`src/hw/rtl/leb_pkg.sv`:
```
// Package with the types, codes and constants of the line edit buffer.
package leb_pkg;

   // Default line capacity in characters.
   localparam int LEB_LINE_CAPACITY = 64;

   // Fixed field widths on the ports.
   localparam int KEY_W     = 8;
   localparam int POS_W     = 7;
   localparam int OUTCOME_W = 2;
   localparam int CSR_AW    = 5;
   localparam int CSR_DW    = 32;

   // Register indexes on the configuration port.
   localparam logic [2:0] REG_KEY_LEFT      = 3'd0;
   localparam logic [2:0] REG_KEY_RIGHT     = 3'd1;
   localparam logic [2:0] REG_KEY_UP        = 3'd2;
   localparam logic [2:0] REG_KEY_DOWN      = 3'd3;
   localparam logic [2:0] REG_KEY_BACKSPACE = 3'd4;
   localparam logic [2:0] REG_KEY_DELETE    = 3'd5;
   localparam logic [2:0] REG_KEY_RETURN    = 3'd6;

   // Reset values of the key map.
   localparam logic [KEY_W-1:0] RST_KEY_LEFT      = 8'd28;
   localparam logic [KEY_W-1:0] RST_KEY_RIGHT     = 8'd29;
   localparam logic [KEY_W-1:0] RST_KEY_UP        = 8'd30;
   localparam logic [KEY_W-1:0] RST_KEY_DOWN      = 8'd31;
   localparam logic [KEY_W-1:0] RST_KEY_BACKSPACE = 8'd8;
   localparam logic [KEY_W-1:0] RST_KEY_DELETE    = 8'd127;
   localparam logic [KEY_W-1:0] RST_KEY_RETURN    = 8'd13;

   // Outcome codes of a result word.
   localparam logic [OUTCOME_W-1:0] OUTCOME_APPLIED   = 2'd0;
   localparam logic [OUTCOME_W-1:0] OUTCOME_NO_EFFECT = 2'd1;
   localparam logic [OUTCOME_W-1:0] OUTCOME_FULL      = 2'd2;
   localparam logic [OUTCOME_W-1:0] OUTCOME_LINE      = 2'd3;

   // What a key code means under the current key map.
   typedef enum logic [2:0] {
      KEY_RIGHT,
      KEY_LEFT,
      KEY_IGNORE,
      KEY_BACK,
      KEY_DEL,
      KEY_RET,
      KEY_INS
   } key_class_type;

   // Sequencer states.
   typedef enum logic [1:0] {
      ST_IDLE,
      ST_MOVE,
      ST_EMIT_RD,
      ST_EMIT_LD
   } seq_state_type;

endpackage

```
`src/hw/rtl/leb_req_if.sv`:
```
// Key code channel interface.
interface leb_req_if
   import leb_pkg::*;
();
   logic             valid;
   logic             ready;
   logic [KEY_W-1:0] key_code;

   modport source (output valid, output key_code, input ready);
   modport sink (input valid, input key_code, output ready);
endinterface

```
`src/hw/rtl/leb_rsp_if.sv`:
```
// Result channel interface.
interface leb_rsp_if
   import leb_pkg::*;
();
   logic                 valid;
   logic                 ready;
   logic [POS_W-1:0]     cursor_now;
   logic [POS_W-1:0]     length_now;
   logic [OUTCOME_W-1:0] outcome;
   logic [KEY_W-1:0]     line_char;
   logic                 char_valid;
   logic                 last_of_run;

   modport source (output valid, output cursor_now, output length_now, output outcome,
                   output line_char, output char_valid, output last_of_run, input ready);
   modport sink (input valid, input cursor_now, input length_now, input outcome,
                 input line_char, input char_valid, input last_of_run, output ready);
endinterface

```
`src/hw/rtl/leb_csr.sv`:
```
// Key map registers on the APB-style port and the key code classifier.
module leb_csr
   import leb_pkg::*;
(
   input  logic              clock,
   input  logic              reset,
   input  logic              psel,
   input  logic              penable,
   input  logic              pwrite,
   input  logic [CSR_AW-1:0] paddr,
   input  logic [CSR_DW-1:0] pwdata,
   output logic [CSR_DW-1:0] prdata,
   output logic              pready,
   input  logic [KEY_W-1:0]  key_code,
   output key_class_type     key_class
);

   logic [KEY_W-1:0] left_ff, right_ff, up_ff, down_ff;
   logic [KEY_W-1:0] back_ff, del_ff, ret_ff;
   logic [2:0]       reg_index;
   logic             wr_fire;

   assign pready    = 1'b1;
   assign reg_index = paddr[4:2];
   assign wr_fire   = psel && penable && pwrite;

   // Key map registers, written on the access cycle.
   always_ff @(posedge clock) begin
      if (reset) begin
         left_ff  <= RST_KEY_LEFT;
         right_ff <= RST_KEY_RIGHT;
         up_ff    <= RST_KEY_UP;
         down_ff  <= RST_KEY_DOWN;
         back_ff  <= RST_KEY_BACKSPACE;
         del_ff   <= RST_KEY_DELETE;
         ret_ff   <= RST_KEY_RETURN;
      end else if (wr_fire) begin
         unique case (reg_index)
            REG_KEY_LEFT:      left_ff  <= pwdata[KEY_W-1:0];
            REG_KEY_RIGHT:     right_ff <= pwdata[KEY_W-1:0];
            REG_KEY_UP:        up_ff    <= pwdata[KEY_W-1:0];
            REG_KEY_DOWN:      down_ff  <= pwdata[KEY_W-1:0];
            REG_KEY_BACKSPACE: back_ff  <= pwdata[KEY_W-1:0];
            REG_KEY_DELETE:    del_ff   <= pwdata[KEY_W-1:0];
            REG_KEY_RETURN:    ret_ff   <= pwdata[KEY_W-1:0];
            default: ;
         endcase
      end
   end

   // Read mux; an address past the map reads as zero.
   always_comb begin
      prdata = '0;
      unique case (reg_index)
         REG_KEY_LEFT:      prdata[KEY_W-1:0] = left_ff;
         REG_KEY_RIGHT:     prdata[KEY_W-1:0] = right_ff;
         REG_KEY_UP:        prdata[KEY_W-1:0] = up_ff;
         REG_KEY_DOWN:      prdata[KEY_W-1:0] = down_ff;
         REG_KEY_BACKSPACE: prdata[KEY_W-1:0] = back_ff;
         REG_KEY_DELETE:    prdata[KEY_W-1:0] = del_ff;
         REG_KEY_RETURN:    prdata[KEY_W-1:0] = ret_ff;
         default: ;
      endcase
   end

   // Classify the key; the first match wins when codes coincide.
   always_comb begin
      priority if (key_code == right_ff) begin
         key_class = KEY_RIGHT;
      end else if (key_code == left_ff) begin
         key_class = KEY_LEFT;
      end else if (key_code == up_ff || key_code == down_ff) begin
         key_class = KEY_IGNORE;
      end else if (key_code == back_ff) begin
         key_class = KEY_BACK;
      end else if (key_code == del_ff) begin
         key_class = KEY_DEL;
      end else if (key_code == ret_ff) begin
         key_class = KEY_RET;
      end else begin
         key_class = KEY_INS;
      end
   end

endmodule

```
`src/hw/rtl/leb_store.sv`:
```
// Line character memory: one write port and one registered read port.
module leb_store
   import leb_pkg::*;
#(
   parameter int LINE_CAPACITY = LEB_LINE_CAPACITY,
   localparam int AW = $clog2(LINE_CAPACITY)
)(
   input  logic             clock,
   input  logic             wr_en,
   input  logic [AW-1:0]    wr_addr,
   input  logic [KEY_W-1:0] wr_data,
   input  logic             rd_en,
   input  logic [AW-1:0]    rd_addr,
   output logic [KEY_W-1:0] rd_data
);

   logic [KEY_W-1:0] mem [LINE_CAPACITY];
   logic [KEY_W-1:0] rd_data_ff;

   // Write port.
   always_ff @(posedge clock) begin
      if (wr_en) begin
         mem[wr_addr] <= wr_data;
      end
   end

   // Registered read port; data holds between reads.
   always_ff @(posedge clock) begin
      if (rd_en) begin
         rd_data_ff <= mem[rd_addr];
      end
   end

   assign rd_data = rd_data_ff;

endmodule

```
`src/hw/rtl/leb_seq.sv`:
```
// Edit sequencer: cursor and length, tail shifts through the memory, line readout.
module leb_seq
   import leb_pkg::*;
#(
   parameter int LINE_CAPACITY = LEB_LINE_CAPACITY,
   localparam int AW = $clog2(LINE_CAPACITY),
   localparam int CW = $clog2(LINE_CAPACITY + 1)
)(
   input  logic             clock,
   input  logic             reset,
   leb_req_if.sink          req,
   leb_rsp_if.source        rsp,
   input  key_class_type    key_class,
   output logic             wr_en,
   output logic [AW-1:0]    wr_addr,
   output logic [KEY_W-1:0] wr_data,
   output logic             rd_en,
   output logic [AW-1:0]    rd_addr,
   input  logic [KEY_W-1:0] rd_data
);

   seq_state_type        state_ff, state_in;
   logic [CW-1:0]        cursor_ff, cursor_in;
   logic [CW-1:0]        length_ff, length_in;
   logic [KEY_W-1:0]     key_ff, key_in;
   logic                 ins_ff, ins_in;
   logic                 up_ff, up_in;
   logic [AW-1:0]        src_ff, src_in;
   logic [CW-1:0]        cnt_ff, cnt_in;
   logic                 pend_ff, pend_in;
   logic [AW-1:0]        pend_addr_ff, pend_addr_in;
   logic                 out_valid_ff, out_valid_in;
   logic [POS_W-1:0]     out_cursor_ff, out_cursor_in;
   logic [POS_W-1:0]     out_length_ff, out_length_in;
   logic [OUTCOME_W-1:0] out_outcome_ff, out_outcome_in;
   logic [KEY_W-1:0]     out_char_ff, out_char_in;
   logic                 out_cvalid_ff, out_cvalid_in;
   logic                 out_last_ff, out_last_in;
   logic                 accept;
   logic                 rsp_take;

   assign req.ready       = (state_ff == ST_IDLE) && !out_valid_ff;
   assign accept          = req.valid && req.ready;
   assign rsp_take        = out_valid_ff && rsp.ready;
   assign rsp.valid       = out_valid_ff;
   assign rsp.cursor_now  = out_cursor_ff;
   assign rsp.length_now  = out_length_ff;
   assign rsp.outcome     = out_outcome_ff;
   assign rsp.line_char   = out_char_ff;
   assign rsp.char_valid  = out_cvalid_ff;
   assign rsp.last_of_run = out_last_ff;

   // Control state.
   always_ff @(posedge clock) begin
      if (reset) begin
         state_ff     <= ST_IDLE;
         cursor_ff    <= '0;
         length_ff    <= '0;
         pend_ff      <= 1'b0;
         out_valid_ff <= 1'b0;
      end else begin
         state_ff     <= state_in;
         cursor_ff    <= cursor_in;
         length_ff    <= length_in;
         pend_ff      <= pend_in;
         out_valid_ff <= out_valid_in;
      end
   end

   // Working and result word registers.
   always_ff @(posedge clock) begin
      key_ff         <= key_in;
      ins_ff         <= ins_in;
      up_ff          <= up_in;
      src_ff         <= src_in;
      cnt_ff         <= cnt_in;
      pend_addr_ff   <= pend_addr_in;
      out_cursor_ff  <= out_cursor_in;
      out_length_ff  <= out_length_in;
      out_outcome_ff <= out_outcome_in;
      out_char_ff    <= out_char_in;
      out_cvalid_ff  <= out_cvalid_in;
      out_last_ff    <= out_last_in;
   end

   // Next state, memory port control and result word loading.
   always_comb begin
      logic load;
      load           = 1'b0;
      state_in       = state_ff;
      cursor_in      = cursor_ff;
      length_in      = length_ff;
      key_in         = key_ff;
      ins_in         = ins_ff;
      up_in          = up_ff;
      src_in         = src_ff;
      cnt_in         = cnt_ff;
      pend_in        = pend_ff;
      pend_addr_in   = pend_addr_ff;
      out_outcome_in = out_outcome_ff;
      out_char_in    = out_char_ff;
      out_cvalid_in  = out_cvalid_ff;
      out_last_in    = out_last_ff;
      wr_en          = 1'b0;
      wr_addr        = pend_addr_ff;
      wr_data        = rd_data;
      rd_en          = 1'b0;
      rd_addr        = src_ff;

      unique case (state_ff)
         ST_IDLE: begin
            if (accept) begin
               key_in         = req.key_code;
               ins_in         = 1'b0;
               out_outcome_in = OUTCOME_APPLIED;
               out_char_in    = '0;
               out_cvalid_in  = 1'b0;
               out_last_in    = 1'b1;
               unique case (key_class)
                  KEY_RIGHT: begin
                     load = 1'b1;
                     if (cursor_ff < length_ff) begin
                        cursor_in = cursor_ff + 1'b1;
                     end else begin
                        out_outcome_in = OUTCOME_NO_EFFECT;
                     end
                  end
                  KEY_LEFT: begin
                     load = 1'b1;
                     if (cursor_ff != '0) begin
                        cursor_in = cursor_ff - 1'b1;
                     end else begin
                        out_outcome_in = OUTCOME_NO_EFFECT;
                     end
                  end
                  KEY_IGNORE: begin
                     load           = 1'b1;
                     out_outcome_in = OUTCOME_NO_EFFECT;
                  end
                  KEY_BACK: begin
                     if (cursor_ff != '0) begin
                        // Pull the tail one place left over the removed character.
                        src_in    = cursor_ff[AW-1:0];
                        cnt_in    = length_ff - cursor_ff;
                        up_in     = 1'b0;
                        cursor_in = cursor_ff - 1'b1;
                        length_in = length_ff - 1'b1;
                        state_in  = ST_MOVE;
                     end else begin
                        load           = 1'b1;
                        out_outcome_in = OUTCOME_NO_EFFECT;
                     end
                  end
                  KEY_DEL: begin
                     if (cursor_ff < length_ff) begin
                        src_in    = AW'(cursor_ff + 1'b1);
                        cnt_in    = length_ff - cursor_ff - 1'b1;
                        up_in     = 1'b0;
                        length_in = length_ff - 1'b1;
                        state_in  = ST_MOVE;
                     end else begin
                        load           = 1'b1;
                        out_outcome_in = OUTCOME_NO_EFFECT;
                     end
                  end
                  KEY_RET: begin
                     cursor_in      = '0;
                     length_in      = '0;
                     out_outcome_in = OUTCOME_LINE;
                     if (length_ff == '0) begin
                        load = 1'b1;
                     end else begin
                        src_in   = '0;
                        cnt_in   = length_ff;
                        state_in = ST_EMIT_RD;
                     end
                  end
                  KEY_INS: begin
                     if (length_ff == CW'(LINE_CAPACITY)) begin
                        load           = 1'b1;
                        out_outcome_in = OUTCOME_FULL;
                     end else begin
                        // Push the tail one place right, last character first.
                        src_in    = AW'(length_ff - 1'b1);
                        cnt_in    = length_ff - cursor_ff;
                        up_in     = 1'b1;
                        ins_in    = 1'b1;
                        cursor_in = cursor_ff + 1'b1;
                        length_in = length_ff + 1'b1;
                        state_in  = ST_MOVE;
                     end
                  end
                  default: ;
               endcase
            end
         end

         ST_MOVE: begin
            // Write back the character read in the cycle before.
            if (pend_ff) begin
               wr_en   = 1'b1;
               wr_addr = pend_addr_ff;
               wr_data = rd_data;
            end
            if (cnt_ff != '0) begin
               rd_en   = 1'b1;
               pend_in = 1'b1;
               cnt_in  = cnt_ff - 1'b1;
               if (up_ff) begin
                  pend_addr_in = src_ff + 1'b1;
                  src_in       = src_ff - 1'b1;
               end else begin
                  pend_addr_in = src_ff - 1'b1;
                  src_in       = src_ff + 1'b1;
               end
            end else begin
               pend_in = 1'b0;
               if (!pend_ff) begin
                  // Shift done: drop the new character into the gap.
                  if (ins_ff) begin
                     wr_en   = 1'b1;
                     wr_addr = AW'(cursor_ff - 1'b1);
                     wr_data = key_ff;
                  end
                  load           = 1'b1;
                  out_outcome_in = OUTCOME_APPLIED;
                  state_in       = ST_IDLE;
               end
            end
         end

         ST_EMIT_RD: begin
            // Read the next character once the result register frees up.
            if (!out_valid_ff || rsp.ready) begin
               rd_en    = 1'b1;
               state_in = ST_EMIT_LD;
            end
         end

         ST_EMIT_LD: begin
            load           = 1'b1;
            out_outcome_in = OUTCOME_LINE;
            out_char_in    = rd_data;
            out_cvalid_in  = 1'b1;
            out_last_in    = (cnt_ff == CW'(1));
            cnt_in         = cnt_ff - 1'b1;
            src_in         = src_ff + 1'b1;
            state_in       = (cnt_ff == CW'(1)) ? ST_IDLE : ST_EMIT_RD;
         end

         default: begin
            state_in = ST_IDLE;
         end
      endcase

      // Result register: load a new word or keep the one not yet taken.
      out_valid_in  = load || (out_valid_ff && !rsp_take);
      out_cursor_in = load ? POS_W'(cursor_in) : out_cursor_ff;
      out_length_in = load ? POS_W'(length_in) : out_length_ff;
   end

endmodule

```
`src/hw/rtl/line_edit_buffer.sv`:
```
// Line edit buffer top level: key map registers, edit sequencer and line memory.
//
// One key code word enters on the req channel; results leave on the rsp channel.
// The key map (left, right, up, down, backspace, delete, return) sits on the
// APB-style csr port, one 8-bit register per word address; the user writes it only
// while idle, which the block does not enforce. Every key but return gives one
// result word. Return gives one word per character of the line, in order, the last
// one flagged, and an empty line gives one word. Cursor moves, ignored keys and
// rejected edits answer in the cycle after acceptance. Insert, backspace and
// delete shift the tail through the two-port line memory, one character per cycle.
// Return reads each character via the memory's read register into the result word.
// The block takes a new key word only when idle and its result register is empty.
// Reset clears cursor, length and sequencer and presets the key map; memory keeps
// its contents, and only characters below the line length are ever read.
// When the receiver stalls, the result word holds and the sequencer waits.
module line_edit_buffer
   import leb_pkg::*;
#(
   parameter int LINE_CAPACITY = LEB_LINE_CAPACITY
)(
   input  logic              clock,
   input  logic              reset,
   leb_req_if.sink           req_chan,
   leb_rsp_if.source         rsp_chan,
   input  logic              psel,
   input  logic              penable,
   input  logic              pwrite,
   input  logic [CSR_AW-1:0] paddr,
   input  logic [CSR_DW-1:0] pwdata,
   output logic [CSR_DW-1:0] prdata,
   output logic              pready
);

   localparam int AW = $clog2(LINE_CAPACITY);

   key_class_type    key_class;
   logic             wr_en;
   logic [AW-1:0]    wr_addr;
   logic [KEY_W-1:0] wr_data;
   logic             rd_en;
   logic [AW-1:0]    rd_addr;
   logic [KEY_W-1:0] rd_data;

   // Key map and classifier.
   leb_csr u_csr (
      .clock     (clock),
      .reset     (reset),
      .psel      (psel),
      .penable   (penable),
      .pwrite    (pwrite),
      .paddr     (paddr),
      .pwdata    (pwdata),
      .prdata    (prdata),
      .pready    (pready),
      .key_code  (req_chan.key_code),
      .key_class (key_class)
   );

   // Edit sequencer.
   leb_seq #(.LINE_CAPACITY(LINE_CAPACITY)) u_seq (
      .clock     (clock),
      .reset     (reset),
      .req       (req_chan),
      .rsp       (rsp_chan),
      .key_class (key_class),
      .wr_en     (wr_en),
      .wr_addr   (wr_addr),
      .wr_data   (wr_data),
      .rd_en     (rd_en),
      .rd_addr   (rd_addr),
      .rd_data   (rd_data)
   );

   // Line memory.
   leb_store #(.LINE_CAPACITY(LINE_CAPACITY)) u_store (
      .clock   (clock),
      .wr_en   (wr_en),
      .wr_addr (wr_addr),
      .wr_data (wr_data),
      .rd_en   (rd_en),
      .rd_addr (rd_addr),
      .rd_data (rd_data)
   );

endmodule

```
`src/flat_wrapper.sv`:
```
// flat-port wrapper written by rule: the top's interface ports become plain ports
module line_edit_buffer_flat import leb_pkg::*;
#(
   parameter int LINE_CAPACITY = LEB_LINE_CAPACITY
)
  (clock, reset, psel, penable, pwrite, paddr, pwdata, prdata, pready, req_chan_valid, req_chan_key_code, req_chan_ready, rsp_chan_valid, rsp_chan_cursor_now, rsp_chan_length_now, rsp_chan_outcome, rsp_chan_line_char, rsp_chan_char_valid, rsp_chan_last_of_run, rsp_chan_ready);
  leb_req_if req_chan_i ();
  leb_rsp_if rsp_chan_i ();
  input  logic clock;
  input  logic reset;
  input  logic psel;
  input  logic penable;
  input  logic pwrite;
  input  logic [CSR_AW-1:0] paddr;
  input  logic [CSR_DW-1:0] pwdata;
  output logic [CSR_DW-1:0] prdata;
  output logic pready;
  input wire logic [$bits(req_chan_i.valid)-1:0] req_chan_valid;
  input wire logic [$bits(req_chan_i.key_code)-1:0] req_chan_key_code;
  output wire logic [$bits(req_chan_i.ready)-1:0] req_chan_ready;
  output wire logic [$bits(rsp_chan_i.valid)-1:0] rsp_chan_valid;
  output wire logic [$bits(rsp_chan_i.cursor_now)-1:0] rsp_chan_cursor_now;
  output wire logic [$bits(rsp_chan_i.length_now)-1:0] rsp_chan_length_now;
  output wire logic [$bits(rsp_chan_i.outcome)-1:0] rsp_chan_outcome;
  output wire logic [$bits(rsp_chan_i.line_char)-1:0] rsp_chan_line_char;
  output wire logic [$bits(rsp_chan_i.char_valid)-1:0] rsp_chan_char_valid;
  output wire logic [$bits(rsp_chan_i.last_of_run)-1:0] rsp_chan_last_of_run;
  input wire logic [$bits(rsp_chan_i.ready)-1:0] rsp_chan_ready;
  assign req_chan_i.valid = req_chan_valid;
  assign req_chan_i.key_code = req_chan_key_code;
  assign req_chan_ready = req_chan_i.ready;
  assign rsp_chan_valid = rsp_chan_i.valid;
  assign rsp_chan_cursor_now = rsp_chan_i.cursor_now;
  assign rsp_chan_length_now = rsp_chan_i.length_now;
  assign rsp_chan_outcome = rsp_chan_i.outcome;
  assign rsp_chan_line_char = rsp_chan_i.line_char;
  assign rsp_chan_char_valid = rsp_chan_i.char_valid;
  assign rsp_chan_last_of_run = rsp_chan_i.last_of_run;
  assign rsp_chan_i.ready = rsp_chan_ready;
  line_edit_buffer #(.LINE_CAPACITY(LINE_CAPACITY)) u_core (.clock(clock), .reset(reset), .req_chan(req_chan_i), .rsp_chan(rsp_chan_i), .psel(psel), .penable(penable), .pwrite(pwrite), .paddr(paddr), .pwdata(pwdata), .prdata(prdata), .pready(pready));
endmodule
```
`config.mk`:
```
export PLATFORM = sky130hd
export DESIGN_NAME = line_edit_buffer_flat
export DESIGN_NICKNAME = d
export VERILOG_FILES = /design/src/hw/rtl/leb_pkg.sv /design/src/hw/rtl/leb_req_if.sv /design/src/hw/rtl/leb_rsp_if.sv /design/src/hw/rtl/leb_csr.sv /design/src/hw/rtl/leb_store.sv /design/src/hw/rtl/leb_seq.sv /design/src/hw/rtl/line_edit_buffer.sv /design/src/flat_wrapper.sv
export SDC_FILE = /design/constraint.sdc
export NUM_CORES = 1
export LEC_CHECK = 0
export BUFFER_PORTS_ARGS = -buffer_cell sky130_fd_sc_hd__buf_2
export CAP_MARGIN = 0
export CORE_ASPECT_RATIO = 0.6
export CORE_UTILIZATION = 50
export CTS_BUF_LIST = sky130_fd_sc_hd__clkbuf_16
export CTS_CLUSTER_DIAMETER = 120
export DETAILED_ROUTE_END_ITERATION = 10
export PLACE_DENSITY = 0.67
export RECOVER_POWER = 50
export SLEW_MARGIN = 25
export SYNTH_ARGS = -nofsm -noshare
export SYNTH_HDL_FRONTEND = slang
export SYNTH_HIERARCHICAL = 1
export SYNTH_SLANG_ARGS = --single-unit
```
`constraint.sdc`:
```
create_clock -name clock -period 14.1 [get_ports clock]
set_input_delay 2.82 -clock clock [delete_from_list [all_inputs] [get_ports clock]]
set_output_delay 2.82 -clock clock [all_outputs]
set_load 0.05 [all_outputs]
```
==> impl_metrics.toml <==
[global_routing]
grt_pass1_vias = 16181
grt_use_met2 = 0.316
grt_overflow = 0
grt_first_pass_wirelength_mm = 107
gr-usage-met1 = 0.406
antenna_found_initial = 0
use_met3 = 0.0730
grt_max_degree = 101
track_usage = 0.246
busiest_layer = "met1"

[yosys]
synth_area_leaders = "edfxtp_1 60%, mux4_2 9.9%, dfxtp_1 5.1%, nor2_1 2.1%, mux2i_1 1.9%"
yosysMostFrequentCell = "edfxtp_1"
synth_top_area_frac = 0.599
seq_area_frac_synth = 0.650
synth_cell_types = 96
yosys.area.top_type = "edfxtp_1"
synth_common_cells = "575 x edfxtp_1, 158 x nor2_1, 127 x mux4_2, 88 x nand2_1, 74 x dfxtp_1"
syn_avg_cell_area_um2 = 15.2
ys_seq_elements = 649
yosys_warnings = 6
async_reset_ff_frac = 0
yosys_most_used_dff = "edfxtp_1"
syn_area_um2 = 28800
syn_inst = 1902
synth_edf_count = 575

[route]
vias = 17348
drc = 0
ant_nets = 0
wl_per_cell_um = 26.5
firstDrtPassIters = 6
drtIter0Drc = 2283
routed_wl_mm = 72.5
avgViaCountPerCell = 6.34

[floorplanning]
start_util = 0.511
std_cell_rows = 67
ios = 113
die_height_um = 188
die-area_um2 = 58600
die_w_um = 312
core_um2 = 56400

[worst_setup_path]
crit_fanout = 100
crit_required_ns = 14.45
critPathLaunchType = "flop"
rr_worst_depth = 6
crit_type = "reg2reg"
cp.arrival_ns = 9.73
end_kind = "flop"

[clock_tree]
cts_root_buf = "clkbuf_16"
htreeDepth = 2
post-cts-setup-buffers = 0
holdBufCountCts = 0
clk_latency_ns = 0.61
cts_sinks = 649
cts_buffers = 56
ctsResizeCount = 0
tritoncts = "built"
clk_pin_slew_ns = 0.07
clk_path_buf_depth = 3

[place]
gp_congestion = 0.933
hpwl_mm = 47.8
port_buffers = 61

[power_and_ir_drop]
p_per_area_nw_per_um2 = 188
clockPowerShare = 0.260
combPwrFrac = 0.334
p_leak_nw = 10.0
switching_share = 0.339
seqPwrFrac = 0.406
p_sw_w = 0.00200
peakVddDrop_uv = 123
p_int_w = 0.00390

[timing]
fmaxAchievable_ghz = 0.107
period_needed_ns = 9.38
finalCritPeriodShare = 0.665
holdWs_ns = 0.506
slew_headroom = -4.54
tns_ns = 0
finalMaxSlewViolations = 691
worstMarginPinSlew_ns = 8.31
finalHoldViolCount = 0
skew_ns = 0.0171
rsz0062_at_grt = "false"
finalSetupViolCount = 0

[finish]
design.final.nets = 2006
layout-drive-gt1-share = 0.158
areaGrowthSynthToFinish_pct = 8.63
diodes = 0

[outcome]
violations = "max-capacitance violations, max-slew violations"
status = "finished, violations left"

[flow_run]
drv_cap = 10

[worst_hold_path]
min-delay-path-class = "reg2reg"
min_path_cells = 2
-- critical path, stage by stage, from the launching register on --
cell	delay [ns]
edfxtp_1	0.34
clkbuf_1	5.77
buf_4	1.28
mux4_2	0.61
o22ai_1	0.42
o21ai_0	0.29
a22o_1	0.33
-- cell families after synthesis --
logic type | synth area share
XOR/XNOR | 0.0264
adder cells (fa/ha/maj) | 0.00981
AO/OA/AOI/OAI | 0.0721
multiplexers | 0.125
other | 0.000261
AND/OR/NAND/NOR | 0.0840
flip-flops | 0.650
buffers and inverters | 0.0324
-- metal layers --
metal	wire, um	vias to the layer above	share of wire
met5	0	-	0
met4	1310	0	0.018
met3	8660	96	0.12
met2	28900	938	0.40
met1	33600	8869	0.46
li1	-	7445	-
-- area by class of cell --
class                      instances  area (um2)
multi-input combinational       1105        9270
clock inverter                    47         357
timing repair buffer              85         412
tap                              759         950
clock buffer                      58        1450
fill                            4464       25100
sequential                       649       18700
inverter                          35         131
-- worst paths after layout --
kind | from | endpoint | slack (ns)
setup / recovery | u_core/u_seq/rd_addr[0]$_DFFE_PP_ | u_core/u_store/rd_data[0]$_DFFE_PP_ | 4.72
hold / removal | u_core/u_csr/left_ff[0]$_SDFFE_PP0P_ | u_core/u_csr/left_ff[0]$_SDFFE_PP0P_ | 0.51
setup reg to reg | u_core/u_seq/rd_addr[0]$_DFFE_PP_ | u_core/u_store/rd_data[0]$_DFFE_PP_ | 4.72
hold reg to reg | u_core/u_csr/left_ff[0]$_SDFFE_PP0P_ | u_core/u_csr/left_ff[0]$_SDFFE_PP0P_ | 0.51
-- state kept, by name (all words and copies together) (netlist names), 7 cells and up --
register	cells
u_core/u_store/mem	512
u_core/u_csr/back_ff	8
u_core/u_csr/del_ff	8
u_core/u_csr/down_ff	8
u_core/u_csr/left_ff	8
u_core/u_csr/ret_ff	8
u_core/u_csr/right_ff	8
u_core/u_csr/up_ff	8
u_core/u_seq/key_ff	8
u_core/u_seq/rsp.line_char	8
u_core/u_store/rd_data	8
u_core/u_seq/cnt_ff	7
u_core/u_seq/cursor_ff	7
u_core/u_seq/length_ff	7
u_core/u_seq/rsp.cursor_now	7
u_core/u_seq/rsp.length_now	7
-- cells in the final DEF (no fill, tap or decap), types with 22 or more instances in the layout --
cell | Yosys | final
edfxtp_1 | 575 | 575
nor2_1 | 158 | 153
mux4_2 | 127 | 127
nand2_1 | 88 | 88
dfxtp_1 | 74 | 74
clkbuf_16 | 0 | 58
nand3_1 | 57 | 57
mux2i_1 | 55 | 55
a21oi_1 | 52 | 51
nor2b_1 | 50 | 50
o21ai_0 | 46 | 45
xor2_1 | 44 | 44
clkbuf_1 | 44 | 43
xnor2_1 | 43 | 43
inv_1 | 29 | 42
buf_2 | 35 | 26
a211o_1 | 25 | 25
conb_1 | 2 | 25
o22ai_1 | 25 | 25
nor3_1 | 22 | 22
-- stage by stage --
stage	cells	cell area (um2)	setup slack, ns	power (W)	util
global placement	2633	29600	6.68	0.00426	0.524
finish	2738	31300	4.72	0.00589	0.555
global route	2738	31300	3.44	0.00612	0.555
detailed placement	2633	29600	6.68	0.00430	0.524
CTS	2738	31400	6.67	0.00583	0.556
floorplan	1925	28900	6.77	0.00375	-
-- power by group through the flow --
stage	sequential, W	clock (W)	combinational (W)
4_1_cts	0.00237	0.00156	0.00189
2_1_floorplan	0.00246	0	0.00129
3_3_place_gp	0.00241	0	0.00185
5_1_grt	0.00240	0.00162	0.00210
3_5_place_dp	0.00242	0	0.00189
6_report	0.00239	0.00153	0.00197
Note: power is estimated with default switching activity, not from simulation.
